## config.mk

```make
export PLATFORM = sky130hd
export DESIGN_NAME = pulse_width_one_wire_byte_sender
export DESIGN_NICKNAME = d
export VERILOG_FILES = /design/src/design/pwbs_pkg.sv /design/src/design/pwbs_front.sv /design/src/design/pwbs_queue.sv /design/src/design/pwbs_back.sv /design/src/design/pulse_width_one_wire_byte_sender.sv
export SDC_FILE = /design/constraint.sdc
export NUM_CORES = 1
export LEC_CHECK = 0
export BUFFER_PORTS_ARGS = -buffer_cell sky130_fd_sc_hd__buf_4
export CORE_MARGIN = 8
export CORE_UTILIZATION = 25
export CTS_BUF_LIST = sky130_fd_sc_hd__clkbuf_2
export DETAILED_ROUTE_END_ITERATION = 6
export PLACE_DENSITY = 0.43
export SYNTH_ARGS = -nofsm -noshare
export SYNTH_HDL_FRONTEND = slang
export SYNTH_SLANG_ARGS = --single-unit
```

## constraint.sdc

```tcl
create_clock -name clk -period 2.7 [get_ports clk]
set_input_delay 0.27 -clock clk [delete_from_list [all_inputs] [get_ports clk]]
set_output_delay 0.27 -clock clk [all_outputs]
set_load 0.01 [all_outputs]
```

## src/design/pwbs_pkg.sv

```systemverilog
// pwbs_pkg: shared types, constants and helpers for the one-wire byte sender.
// No dependencies; used by every module in the design folder.
package pwbs_pkg;

  localparam int QueueDepth    = 4;
  localparam int DataWidth     = 8;
  localparam int TickWidth     = 16;
  localparam int CfgIndexWidth = 8;
  localparam int NumBits       = 8;
  localparam int BitCountWidth = 4;

  // register indexes on the configuration channel
  localparam logic [CfgIndexWidth-1:0] CfgStartHigh = CfgIndexWidth'(0);
  localparam logic [CfgIndexWidth-1:0] CfgStartLow  = CfgIndexWidth'(1);
  localparam logic [CfgIndexWidth-1:0] CfgLong      = CfgIndexWidth'(2);
  localparam logic [CfgIndexWidth-1:0] CfgShort     = CfgIndexWidth'(3);

  localparam logic [TickWidth-1:0] StartHighReset = TickWidth'(1000);
  localparam logic [TickWidth-1:0] StartLowReset  = TickWidth'(3000);
  localparam logic [TickWidth-1:0] LongReset      = TickWidth'(600);
  localparam logic [TickWidth-1:0] ShortReset     = TickWidth'(200);

  typedef enum logic {
    OP_TICK,
    OP_LOAD
  } op_t;

  typedef struct packed {
    op_t                  op;
    logic [DataWidth-1:0] data;
  } item_t;

  typedef struct packed {
    logic [TickWidth-1:0] start_high_ticks;
    logic [TickWidth-1:0] start_low_ticks;
    logic [TickWidth-1:0] long_ticks;
    logic [TickWidth-1:0] short_ticks;
  } cfg_regs_t;

  typedef struct packed {
    logic not_empty;
    logic full;
  } q_status_t;

  typedef enum logic [2:0] {
    PH_IDLE       = 3'd0,
    PH_START_HIGH = 3'd1,
    PH_START_LOW  = 3'd2,
    PH_BIT_HIGH   = 3'd3,
    PH_BIT_LOW    = 3'd4
  } phase_t;

  // a duration of zero counts as one tick
  function automatic logic [TickWidth-1:0] at_least_one(input logic [TickWidth-1:0] v);
    at_least_one = (v == '0) ? TickWidth'(1) : v;
  endfunction

endpackage

```

## src/design/pwbs_front.sv

```systemverilog
// pwbs_front: input stage; takes beats, classifies tick vs load, feeds the queue.
// Depends on pwbs_pkg.
module pwbs_front (
  input  logic                          clk,
  input  logic                          rst,
  input  logic                          item_valid,
  output logic                          item_stall,
  input  logic                          command,
  input  logic [pwbs_pkg::DataWidth-1:0] data_byte,
  input  pwbs_pkg::q_status_t           q_status,
  output logic                          push,
  output pwbs_pkg::item_t               push_item
);

  logic            held;
  pwbs_pkg::item_t held_item;
  logic            take;

  assign push       = held && !q_status.full;
  assign push_item  = held_item;
  assign item_stall = held && q_status.full;
  assign take       = item_valid && !item_stall;

  always_ff @(posedge clk) begin
    if (rst) begin
      held <= 1'b0;
    end else if (take) begin
      held <= 1'b1;
    end else if (push) begin
      held <= 1'b0;
    end
  end

  always_ff @(posedge clk) begin
    if (take) begin
      held_item.op   <= command ? pwbs_pkg::OP_LOAD : pwbs_pkg::OP_TICK;
      // data only matters for a load
      held_item.data <= command ? data_byte : '0;
    end
  end

endmodule

```

## src/design/pwbs_queue.sv

```systemverilog
// pwbs_queue: small FIFO between the front stage and the line engine.
// Depends on pwbs_pkg.
module pwbs_queue #(
  parameter int Depth = pwbs_pkg::QueueDepth
) (
  input  logic                clk,
  input  logic                rst,
  input  logic                push,
  input  pwbs_pkg::item_t     push_item,
  input  logic                pop,
  output pwbs_pkg::item_t     head_item,
  output pwbs_pkg::q_status_t status
);

  localparam int PtrWidth   = (Depth > 1) ? $clog2(Depth) : 1;
  localparam int CountWidth = $clog2(Depth + 1);

  pwbs_pkg::item_t         mem [Depth];
  logic [PtrWidth-1:0]     wr_ptr;
  logic [PtrWidth-1:0]     rd_ptr;
  logic [CountWidth-1:0]   count;
  logic                    do_push;
  logic                    do_pop;

  assign status.full      = (count == CountWidth'(Depth));
  assign status.not_empty = (count != '0);
  assign do_push          = push && !status.full;
  assign do_pop           = pop && status.not_empty;
  assign head_item        = mem[rd_ptr];

  function automatic logic [PtrWidth-1:0] wrap_inc(input logic [PtrWidth-1:0] p);
    wrap_inc = (p == PtrWidth'(Depth - 1)) ? '0 : p + PtrWidth'(1);
  endfunction

  always_ff @(posedge clk) begin
    if (rst) begin
      wr_ptr <= '0;
      rd_ptr <= '0;
      count  <= '0;
    end else begin
      if (do_push) begin
        wr_ptr <= wrap_inc(wr_ptr);
      end
      if (do_pop) begin
        rd_ptr <= wrap_inc(rd_ptr);
      end
      if (do_push && !do_pop) begin
        count <= count + CountWidth'(1);
      end else if (do_pop && !do_push) begin
        count <= count - CountWidth'(1);
      end
    end
  end

  always_ff @(posedge clk) begin
    if (do_push) begin
      mem[wr_ptr] <= push_item;
    end
  end

endmodule

```

## src/design/pwbs_back.sv

```systemverilog
// pwbs_back: line engine; phase sequencer, tick counter, bit shifter, result register.
// Depends on pwbs_pkg.
module pwbs_back (
  input  logic                clk,
  input  logic                rst,
  input  pwbs_pkg::cfg_regs_t cfg,
  input  pwbs_pkg::q_status_t q_status,
  input  pwbs_pkg::item_t     head_item,
  output logic                pop,
  output logic                res_valid,
  input  logic                res_stall,
  output logic                line_level,
  output logic                busy_res,
  output logic                load_rejected,
  output logic                frame_done
);

  localparam int TW = pwbs_pkg::TickWidth;
  localparam int BW = pwbs_pkg::BitCountWidth;
  localparam int DW = pwbs_pkg::DataWidth;

  pwbs_pkg::phase_t phase;
  pwbs_pkg::phase_t phase_next;
  logic [TW-1:0]    ticks_left;
  logic [TW-1:0]    ticks_left_next;
  logic [DW-1:0]    shift_byte;
  logic [DW-1:0]    shift_byte_next;
  logic [BW-1:0]    bits_sent;
  logic [BW-1:0]    bits_sent_next;
  logic [BW-1:0]    bits_inc;
  logic             line_out;
  logic             line_out_next;
  logic             busy;
  logic             busy_next;
  logic             rejected;
  logic             done;

  // next beat may enter while the result register is empty or draining
  assign pop      = q_status.not_empty && (!res_valid || !res_stall);
  assign bits_inc = bits_sent + BW'(1);

  always_ff @(posedge clk) begin
    if (rst) begin
      phase      <= pwbs_pkg::PH_IDLE;
      ticks_left <= '0;
      shift_byte <= '0;
      bits_sent  <= '0;
      line_out   <= 1'b0;
      res_valid  <= 1'b0;
    end else begin
      if (pop) begin
        phase      <= phase_next;
        ticks_left <= ticks_left_next;
        shift_byte <= shift_byte_next;
        bits_sent  <= bits_sent_next;
        line_out   <= line_out_next;
        res_valid  <= 1'b1;
      end else if (!res_stall) begin
        res_valid  <= 1'b0;
      end
    end
  end

  always_ff @(posedge clk) begin
    if (pop) begin
      line_level    <= line_out_next;
      busy_res      <= busy_next;
      load_rejected <= rejected;
      frame_done    <= done;
    end
  end

  always_comb begin
    phase_next      = phase;
    ticks_left_next = ticks_left;
    shift_byte_next = shift_byte;
    bits_sent_next  = bits_sent;
    line_out_next   = line_out;
    rejected        = 1'b0;
    done            = 1'b0;
    busy = (phase == pwbs_pkg::PH_START_HIGH) || (phase == pwbs_pkg::PH_START_LOW) ||
           (phase == pwbs_pkg::PH_BIT_HIGH) || (phase == pwbs_pkg::PH_BIT_LOW);

    if (head_item.op == pwbs_pkg::OP_LOAD) begin
      if (busy) begin
        rejected = 1'b1;
      end else begin
        shift_byte_next = head_item.data;
        bits_sent_next  = '0;
        phase_next      = pwbs_pkg::PH_START_HIGH;
        line_out_next   = 1'b1;
        ticks_left_next = pwbs_pkg::at_least_one(cfg.start_high_ticks);
      end
    end else if (busy) begin
      if (ticks_left > TW'(1)) begin
        ticks_left_next = ticks_left - TW'(1);
      end else begin
        unique case (phase)
          pwbs_pkg::PH_START_HIGH: begin
            phase_next      = pwbs_pkg::PH_START_LOW;
            line_out_next   = 1'b0;
            ticks_left_next = pwbs_pkg::at_least_one(cfg.start_low_ticks);
          end
          pwbs_pkg::PH_START_LOW: begin
            phase_next      = pwbs_pkg::PH_BIT_HIGH;
            line_out_next   = 1'b1;
            ticks_left_next = pwbs_pkg::at_least_one(shift_byte[0] ? cfg.long_ticks
                                                                    : cfg.short_ticks);
          end
          pwbs_pkg::PH_BIT_HIGH: begin
            phase_next      = pwbs_pkg::PH_BIT_LOW;
            line_out_next   = 1'b0;
            ticks_left_next = pwbs_pkg::at_least_one(shift_byte[0] ? cfg.short_ticks
                                                                    : cfg.long_ticks);
          end
          pwbs_pkg::PH_BIT_LOW: begin
            shift_byte_next = shift_byte >> 1;
            bits_sent_next  = bits_inc;
            if (bits_inc >= BW'(pwbs_pkg::NumBits)) begin
              phase_next      = pwbs_pkg::PH_IDLE;
              line_out_next   = 1'b1;
              ticks_left_next = '0;
              done            = 1'b1;
            end else begin
              // next bit starts from the freshly shifted byte
              phase_next      = pwbs_pkg::PH_BIT_HIGH;
              line_out_next   = 1'b1;
              ticks_left_next = pwbs_pkg::at_least_one(shift_byte[1] ? cfg.long_ticks
                                                                      : cfg.short_ticks);
            end
          end
          default: begin
          end
        endcase
      end
    end

    busy_next = (phase_next == pwbs_pkg::PH_START_HIGH) ||
                (phase_next == pwbs_pkg::PH_START_LOW) ||
                (phase_next == pwbs_pkg::PH_BIT_HIGH) ||
                (phase_next == pwbs_pkg::PH_BIT_LOW);
  end

endmodule

```

## src/design/pulse_width_one_wire_byte_sender.sv

```systemverilog
// Sends one byte LSB first on a single line as pulse-width coded bits: a start
// pulse (high, then low), then eight bits, each a high phase and a low phase,
// long/short for a one and short/long for a zero. The line rests high after a frame.
// Item channel (item_valid/item_stall): command 0 is one time tick, 1 loads
// data_byte. A load during a frame is dropped and flagged in load_rejected.
// Result channel (res_valid/res_stall): exactly one result per item, in order:
// line level and busy after the item, the reject flag, and frame_done on the
// tick that closes a frame.
// Configuration channel (cfg_valid/cfg_ready, always ready): index 0..3 selects
// start high, start low, long and short durations in ticks; other indexes are
// ignored; a duration of 0 acts as 1. Write only while no item is in flight.
// A result is registered after its item passes the input register and the queue
// into the result register. Throughput is one item per cycle while the result
// register is not stalled, set by the phase/counter step in the engine; a stalled
// result register backs up the queue and then the input stage.
// Reset: internal line state low (line_level is not reset), idle, durations 1000/3000/600/200 ticks.
module pulse_width_one_wire_byte_sender #(
  parameter int QueueDepth = pwbs_pkg::QueueDepth
) (
  input  logic                              clk,
  input  logic                              rst,
  input  logic                              item_valid,
  output logic                              item_stall,
  input  logic                              command,
  input  logic [pwbs_pkg::DataWidth-1:0]     data_byte,
  output logic                              res_valid,
  input  logic                              res_stall,
  output logic                              line_level,
  output logic                              busy_res,
  output logic                              load_rejected,
  output logic                              frame_done,
  input  logic                              cfg_valid,
  output logic                              cfg_ready,
  input  logic [pwbs_pkg::CfgIndexWidth-1:0] cfg_index,
  input  logic [pwbs_pkg::TickWidth-1:0]     cfg_data
);

  pwbs_pkg::cfg_regs_t cfg;
  pwbs_pkg::q_status_t q_status;
  pwbs_pkg::item_t     push_item;
  pwbs_pkg::item_t     head_item;
  logic                push;
  logic                pop;

  assign cfg_ready = 1'b1;

  always_ff @(posedge clk) begin
    if (rst) begin
      cfg.start_high_ticks <= pwbs_pkg::StartHighReset;
      cfg.start_low_ticks  <= pwbs_pkg::StartLowReset;
      cfg.long_ticks       <= pwbs_pkg::LongReset;
      cfg.short_ticks      <= pwbs_pkg::ShortReset;
    end else if (cfg_valid && cfg_ready) begin
      unique case (cfg_index)
        pwbs_pkg::CfgStartHigh: cfg.start_high_ticks <= cfg_data;
        pwbs_pkg::CfgStartLow:  cfg.start_low_ticks  <= cfg_data;
        pwbs_pkg::CfgLong:      cfg.long_ticks       <= cfg_data;
        pwbs_pkg::CfgShort:     cfg.short_ticks      <= cfg_data;
        default: begin
        end
      endcase
    end
  end

  pwbs_front u_front (
    .clk        (clk),
    .rst        (rst),
    .item_valid (item_valid),
    .item_stall (item_stall),
    .command    (command),
    .data_byte  (data_byte),
    .q_status   (q_status),
    .push       (push),
    .push_item  (push_item)
  );

  pwbs_queue #(
    .Depth (QueueDepth)
  ) u_queue (
    .clk       (clk),
    .rst       (rst),
    .push      (push),
    .push_item (push_item),
    .pop       (pop),
    .head_item (head_item),
    .status    (q_status)
  );

  pwbs_back u_back (
    .clk           (clk),
    .rst           (rst),
    .cfg           (cfg),
    .q_status      (q_status),
    .head_item     (head_item),
    .pop           (pop),
    .res_valid     (res_valid),
    .res_stall     (res_stall),
    .line_level    (line_level),
    .busy_res      (busy_res),
    .load_rejected (load_rejected),
    .frame_done    (frame_done)
  );

endmodule
```

==> results.py, run 1 <==
metrics = {
    "global_routing": {
        "grt_max_degree": 58,
        "antenna_found_initial": 2,
        "grt_pass1_vias": 6002,
        "track_usage_pct": 12.9,
        "grt_pass1_wl_um": 35900,
        "grt_remaining_overflow": 0,
    },
    "synthesis": {
        "yosys.area.top_type": "dfxtp_1",
        "synth_cell_types": 80,
        "yosys.area_share.xor_xnor_pct": 1.99,
        "yosysTopAreaCellShare_pct": 28.7,
        "yosysSeqAreaShare_pct": 48.4,
        "synthSimpleGateAreaFrac_pct": 19.5,
        "synthMuxAreaShare_pct": 8.80,
        "synth-compound-area-share_pct": 15.6,
        "syn_inst": 760,
        "synth-async-reset-ratio_pct": 0,
        "synth_top_family_by_area": "simple AND/OR/NAND/NOR gates",
        "ys_top_cells_by_area": "dfxtp_1 29%, edfxtp_1 20%, mux2i_1 5.6%",
        "synth_area_per_cell_um2": 9.83,
        "ys_warn_count": 0,
        "ys.flop_type": "dfxtp_1",
        "synth_seq_cells": 156,
        "synth-edff-count": 49,
        "synth_area_mm2": 0.00747,
        "synthAdderAreaFrac_pct": 2.11,
        "syn_nets": 810,
    },
    "worst_setup_path": {
        "cp-start-kind": "flip-flop",
        "rr_worst_depth": 8,
        "cp.required_ns": 3.42,
        "setup.worst_path.end_class": "flip-flop",
        "cp_num_buf_inv": 1,
        "crit_fanout": 6,
        "rr_startpoint": "u_back.ticks_left[10]$_SDFFE_PP0P_",
        "crit_arrival_ns": 3.26,
        "cp.depth": 8,
        "crit_path_end": "u_back.ticks_left[4]$_SDFFE_PP0P_",
        "max_stage_delay_ns": 0.64,
        "critPathSlowestCell": "or4_1",
        "r2r-end": "u_back.ticks_left[4]$_SDFFE_PP0P_",
        "startpoint": "u_back.ticks_left[10]$_SDFFE_PP0P_",
        "critPathKind": "flip-flop to flip-flop",
        "cp_top_family": "simple AND/OR/NAND/NOR gates",
        "crit_chain": "or4_1, nor3_2, and2_1, buf_4, mux2i_1, nor3_1, o31a_1, nor4_1",
        "rrSetupSlack_ns": 0.16,
    },
    "sta": {
        "max_slew_margin_pct": 44.0,
        "finalSetupViolCount": 0,
        "tightestPinTransition_ns": 0.838,
        "fin_crit_ns": 2.54,
        "rsz0062_at_grt": "no",
        "hold_viol": 0,
        "finalSetupTns_ns": 0,
        "finClkSkew_ns": 0.0405,
        "final_max_slew_viol_count": 0,
        "fin_crit_sh_pct": 93.9,
        "fmax_ghz": 0.394,
    },
    "routing": {
        "drt_pass1_iterations": 5,
        "wl_um": 22800,
        "drtIter0Drc": 501,
        "drc": 0,
        "vias_per_cell": 4.95,
        "route.antenna.remaining_nets": 0,
        "vias": 6229,
        "avgRoutedWirePerCell_um": 18.1,
    },
    "clocking": {
        "h-tree-depth": 4,
        "cts_tree": "done",
        "clkLatencyLatePin_ns": 0.80,
        "clkTransAtPathRegs_ns": 0.27,
        "numCtsBuffers": 17,
        "clockBufferDepth": 2,
        "cts-root-buf": "clkbuf_2",
        "cts_sinks": 156,
    },
    "die": {
        "coreArea_mm2": 0.0296,
        "ios": 45,
        "start_util_pct": 25.3,
        "dieWidth_um": 189,
        "die_h_um": 189,
        "die_area_mm2": 0.0357,
        "num_rows": 63,
    },
    "final_layout": {
        "final_cell_mix": "107 x dfxtp_1, 92 x nor2_1, 88 x nand2_1",
        "layout_commonest_cell": "dfxtp_1",
        "nNetsFinal": 904,
        "fillCellCount": 3112,
        "area_delta_synth_final_pct": 20.8,
        "fin_util_pct": 30.5,
        "drive_gt1_share_pct": 16.8,
    },
    "pwr": {
        "p_leak_nw": 3.40,
        "powerDensity_mw_per_mm2": 941,
        "vdd.ir_drop.worst_uv": 455,
    },
    "hold_path": {
        "hold_path_class": "input port to flip-flop",
    },
    "placed_design": {
        "routabilityCongestion": 0.871,
        "hpwl_um": 16500,
        "portBuffers": 43,
    },
    "run": {
        "drv_cap": 0,
    },
    "run_status": {
        "status": "finished clean",
    },
}
routing by layer:
metal | track usage (%) | wire, µm
met5 | 0 | 0
met4 | 4.33 | 438
met3 | 2.55 | 965
met2 | 19.2 | 10100
met1 | 18.4 | 11400
cell usage after synthesis (11+ instances only):
master	n
ha_1	11
nor4_1	20
o21ai_0	16
nand2_1	88
nor3_1	20
nor2_1	93
edfxtp_1	49
dfxtp_1	107
a211o_1	18
and2_1	15
clkbuf_1	25
mux2i_1	42
a21oi_1	40
inv_1	15
logic make-up after synthesis:
group	Yosys count
and+or+nand+nor	298
other	1
AOI/OAI and AO/OA	163
muxes	55
xor gates and xnor gates	17
buffers and inverters	58
adders and majority gates	12
DFF	156
worst register-to-register path: stages, from the launching register on:
cell and delay, ns:
dfxtp_1 0.41, or4_1 0.64, nor3_2 0.26, and2_1 0.34, buf_4 0.19, mux2i_1 0.18
nor3_1 0.06, o31a_1 0.13, nor4_1 0.25
flip-flops by register name, indices dropped and copies added, names as in the netlist, 3 cells and up, named ones only:
signal             cells
u_front.push_item      9
u_back.bits_sent       4
u_queue.count          3
u_back.ticks_left     16
cfg                   64
u_queue.mem           36
u_back.shift_byte      8
u_back.phase           3
area by class of cell:
| class | count | area (µm²) | share of cell area (%) |
|---|---|---|---|
| well taps | 390 | 488 | 5.41 |
| multi-input cells | 546 | 3610 | 40.0 |
| clock buffers | 17 | 85.1 | 0.943 |
| diodes | 2 | 5.00 | 0.0555 |
| flip-flops and latches | 156 | 3610 | 40.1 |
| inverters | 15 | 56.3 | 0.624 |
| repair buffers | 118 | 1010 | 11.2 |
| clock inverters | 15 | 154 | 1.71 |
worst min-delay path by stage:
stage | startpoint | slack, ns | to | cells past startpoint
2_1_floorplan | command | 0.37 | u_front.push_item[8]$_DFFE_PP_ | 0
3_3_place_gp | u_back.res_valid$_SDFFE_PP0P_ | 0.46 | u_back.res_valid$_SDFFE_PP0P_ | 2
3_5_place_dp | u_back.res_valid$_SDFFE_PP0P_ | 0.47 | u_back.res_valid$_SDFFE_PP0P_ | 2
4_1_cts | cfg_data[3] | 0.15 | cfg[51]$_SDFFE_PP1P_ | 3
5_1_grt | item_valid | 0.14 | u_front.held$_SDFFE_PP0P_ | 4
6_report | cfg_data[3] | 0.23 | cfg[51]$_SDFFE_PP1P_ | 3
report_power, final:
group / leakage (nW) / total (mW) / internal, mW / switching (mW)
Combinational: 1.94 / 4.17 / 1.70 / 2.47
Clock: 0.136 / 1.31 / 0.365 / 0.941
Sequential: 1.33 / 3.01 / 2.75 / 0.264
per-stage QoR:
| step | total power, mW | area, µm² | worst slack [ns] | cells | hold slack (ns) |
|---|---|---|---|---|---|
| final | 8.49 | 9020 | 0.164 | 1259 | 0.231 |
| after global routing | 9.08 | 9020 | 0.0507 | 1259 | 0.143 |
| after CTS | 8.51 | 9000 | 0.205 | 1257 | 0.146 |
| after detailed placement | 7.13 | 8430 | 0.279 | 1191 | 0.466 |
| after global placement | 7.16 | 8430 | 0.231 | 1191 | 0.463 |
| after floorplan | 5.81 | 7470 | 0.0907 | 760 | 0.369 |
what timing repair did:
item,CTS,global route
setup endpoints to repair,0,2
hold endpoints to repair,99,0
resized for setup,0,2
buffers inserted,0,0
hold buffers,34,0
Power figures use the tool's default switching activity.
==> run 2: changes to the inputs <==
Settings changed: CELL_PAD_IN_SITES_DETAIL_PLACEMENT from default to 0, CELL_PAD_IN_SITES_GLOBAL_PLACEMENT from default to 2, PLACE_DENSITY 0.43 to 0.59.
==> run 2 against run 1 <==
Clock skew grew 0.025 ns. Combinational power is essentially flat. Non-clock buffer count grew 6. Routed wire length grew 4.9%. Final cell count grew 0.40%. Critical path depth shrank 1. Largest cell class unchanged. Utilization grew 0.19 points. Via count shrank 2.6%. Setup slack lost 0.0069 ns. Fmax shrank 0.27%. First-iteration DRC count shrank 27%. Clock power grew 4%.
==> results.py, run 2 (synthesis results as in run 1) <==
metrics = {
    "run_status": {
        "status": "finished clean",
    },
    "sta": {
        "fin_hold_ws_ns": 0.213,
        "fin_crit_sh_pct": 94.2,
        "finalSetupViolCount": 0,
        "finalSetupTns_ns": 0,
        "hold_viol": 0,
        "rsz0062_at_grt": "no",
        "finClkSkew_ns": 0.0659,
        "fmax_ghz": 0.393,
        "fin_crit_ns": 2.54,
        "max_slew_margin_pct": 43.6,
        "final_max_slew_viol_count": 0,
        "worst_slack_ns": 0.157,
        "tightestPinTransition_ns": 0.846,
    },
    "final_layout": {
        "layout_commonest_cell": "dfxtp_1",
        "seq_area_mm2": 0.00361,
        "largest_register": "cfg",
        "area_delta_synth_final_pct": 21.5,
        "final_cell_mix": "107 x dfxtp_1, 91 x nor2_1, 88 x nand2_1",
        "largestRegisters": "cfg: 64 flops, u_queue.mem: 36 flops, u_back.ticks_left: 16 flops",
        "largest_reg_flops": 64,
        "nNetsFinal": 910,
        "multiInputGateArea_mm2": 0.00361,
        "drive_gt1_share_pct": 17.1,
        "fillCellCount": 3114,
    },
    "routing": {
        "avgRoutedWirePerCell_um": 19.0,
        "wl_um": 24000,
        "drt_pass1_iterations": 5,
        "topRoutingLayerUsed": "met4",
        "vias_per_cell": 4.80,
        "met2_length_um": 10500,
        "route.antenna.remaining_nets": 0,
        "drc": 0,
        "met1_length_um": 12400,
        "drtIter0Drc": 368,
        "vias": 6067,
        "wl_met3_um": 733,
    },
    "pwr": {
        "seq_power_share_pct": 35.5,
        "vdd.ir_drop.worst_uv": 351,
        "swShare_pct": 44.5,
        "powerDensity_mw_per_mm2": 944,
        "p_leak_nw": 3.41,
        "p_switching_mw": 3.81,
        "p_int_mw": 4.76,
        "pwr-share-clk_pct": 15.9,
        "combPwrFrac_pct": 48.6,
    },
    "worst_setup_path": {
        "crit_fanout": 10,
        "rr_worst_depth": 7,
        "crit_arrival_ns": 3.18,
        "rrSetupSlack_ns": 0.16,
        "r2r-end": "u_back.ticks_left[0]$_SDFFE_PP0P_",
        "crit_chain": "or4_4, nor3_4, nand3_4, o21ai_4, buf_4, nor2_1, a32o_1",
        "max_stage_delay_ns": 0.60,
        "cp.required_ns": 3.34,
        "rr_startpoint": "u_back.ticks_left[6]$_SDFFE_PP0P_",
        "critPathSlowestCell": "or4_4",
        "setup.worst_path.end_class": "flip-flop",
        "cp-start-kind": "flip-flop",
        "critPathKind": "flip-flop to flip-flop",
    },
    "global_routing": {
        "antenna_found_initial": 1,
        "grt_pass1_vias": 6213,
        "grt_pass1_wl_um": 37500,
        "grt_max_degree": 71,
        "grt_remaining_overflow": 0,
        "track_usage_pct": 13.6,
    },
    "die": {
        "dieWidth_um": 189,
        "ios": 45,
        "coreArea_mm2": 0.0296,
        "num_rows": 63,
        "start_util_pct": 25.3,
        "die_h_um": 189,
        "die_area_mm2": 0.0357,
    },
    "clocking": {
        "clkLatencyLatePin_ns": 0.78,
        "numCtsBuffers": 17,
        "clkTransAtPathRegs_ns": 0.29,
        "cts_sinks": 156,
        "clockBufferDepth": 2,
        "cts-root-buf": "clkbuf_2",
        "h-tree-depth": 4,
        "cts_tree": "done",
    },
    "placed_design": {
        "dp_slack_ns": 0.151,
        "portBuffers": 43,
        "hpwl_um": 17500,
        "routabilityCongestion": 0.789,
    },
    "hold_path": {
        "hold_end": "cfg[6]$_SDFFE_PP1P_",
        "hp-start": "cfg_index[3]",
        "hold_path_class": "input port to flip-flop",
        "holdPathStages": 5,
    },
    "run": {
        "drv_cap": 0,
    },
}
run 2: changes by cell type in the layout (fill, tap and decap cells not counted), sizes merged:
cell	delta
inv	+1
clkinv	+1
clkinvlp	-1
bufinv	-1
diode	-1
dlygate4sd3	+6
run 2: critical path, delay by kind of cell, from the launching register on:
kind / cells / cell delay (ns)
flops: 1 / 0.43
simple gates: 4 / 1.16
compound gates: 2 / 0.60
buf+inv: 1 / 0.22
run 2: timing repair:
action,4_1_cts,5_1_grt
gates resized for setup,0,6
buffers inserted,0,0
endpoints found under the setup margin,0,4
hold endpoints to repair,84,0
hold buffers,40,0
run 2: routing by layer:
metal  global-route usage [%]  vias to the layer above
met4                     3.64                        0
met3                     2.14                       21
met2                     20.5                      108
li1                         -                     2998
met5                        0                        -
met1                     19.6                     2940
run 2: stage by stage:
stage               utilization [%]  cells  power, mW  cell area [µm²]
floorplan                         -    760       5.81             7470
global placement               28.4   1191       7.24             8400
detailed placement             28.4   1191       7.17             8400
CTS                            30.6   1263       8.60             9060
global route                   30.7   1264       9.19             9080
finish                         30.7   1264       8.57             9080
run 2: how the worst max path moves through the flow:
stage	startpoint	endpoint	depth (start not counted)
2_1_floorplan	flip-flop	u_back.ticks_left[0]$_SDFFE_PP0P_	10
3_3_place_gp	u_back.ticks_left[0]$_SDFFE_PP0P_	u_back.busy_res$_DFFE_PP_	9
3_5_place_dp	u_back.ticks_left[0]$_SDFFE_PP0P_	u_back.busy_res$_DFFE_PP_	9
4_1_cts	u_back.ticks_left[10]$_SDFFE_PP0P_	u_back.ticks_left[0]$_SDFFE_PP0P_	8
5_1_grt	u_back.ticks_left[6]$_SDFFE_PP0P_	u_back.ticks_left[0]$_SDFFE_PP0P_	7
6_report	u_back.ticks_left[6]$_SDFFE_PP0P_	u_back.ticks_left[0]$_SDFFE_PP0P_	7
run 2: final cells by class:
| class | count | area share (%) |
|---|---|---|
| antenna | 1 | 0.0276 |
| clock buffer | 17 | 0.937 |
| clock inverter | 15 | 1.89 |
| inverter | 15 | 0.620 |
| multi-input combinational | 546 | 39.8 |
| sequential | 156 | 39.8 |
| tap | 390 | 5.38 |
| timing repair buffer | 124 | 11.5 |
run 2: power groups by stage:
stage	sequential (mW)	clock [mW]	combinational, mW
floorplan	2.99	0	2.82
finish	3.04	1.36	4.17
global route	3.09	1.51	4.59
global placement	3.09	0	4.15
CTS	3.04	1.42	4.14
detailed placement	3.09	0	4.08
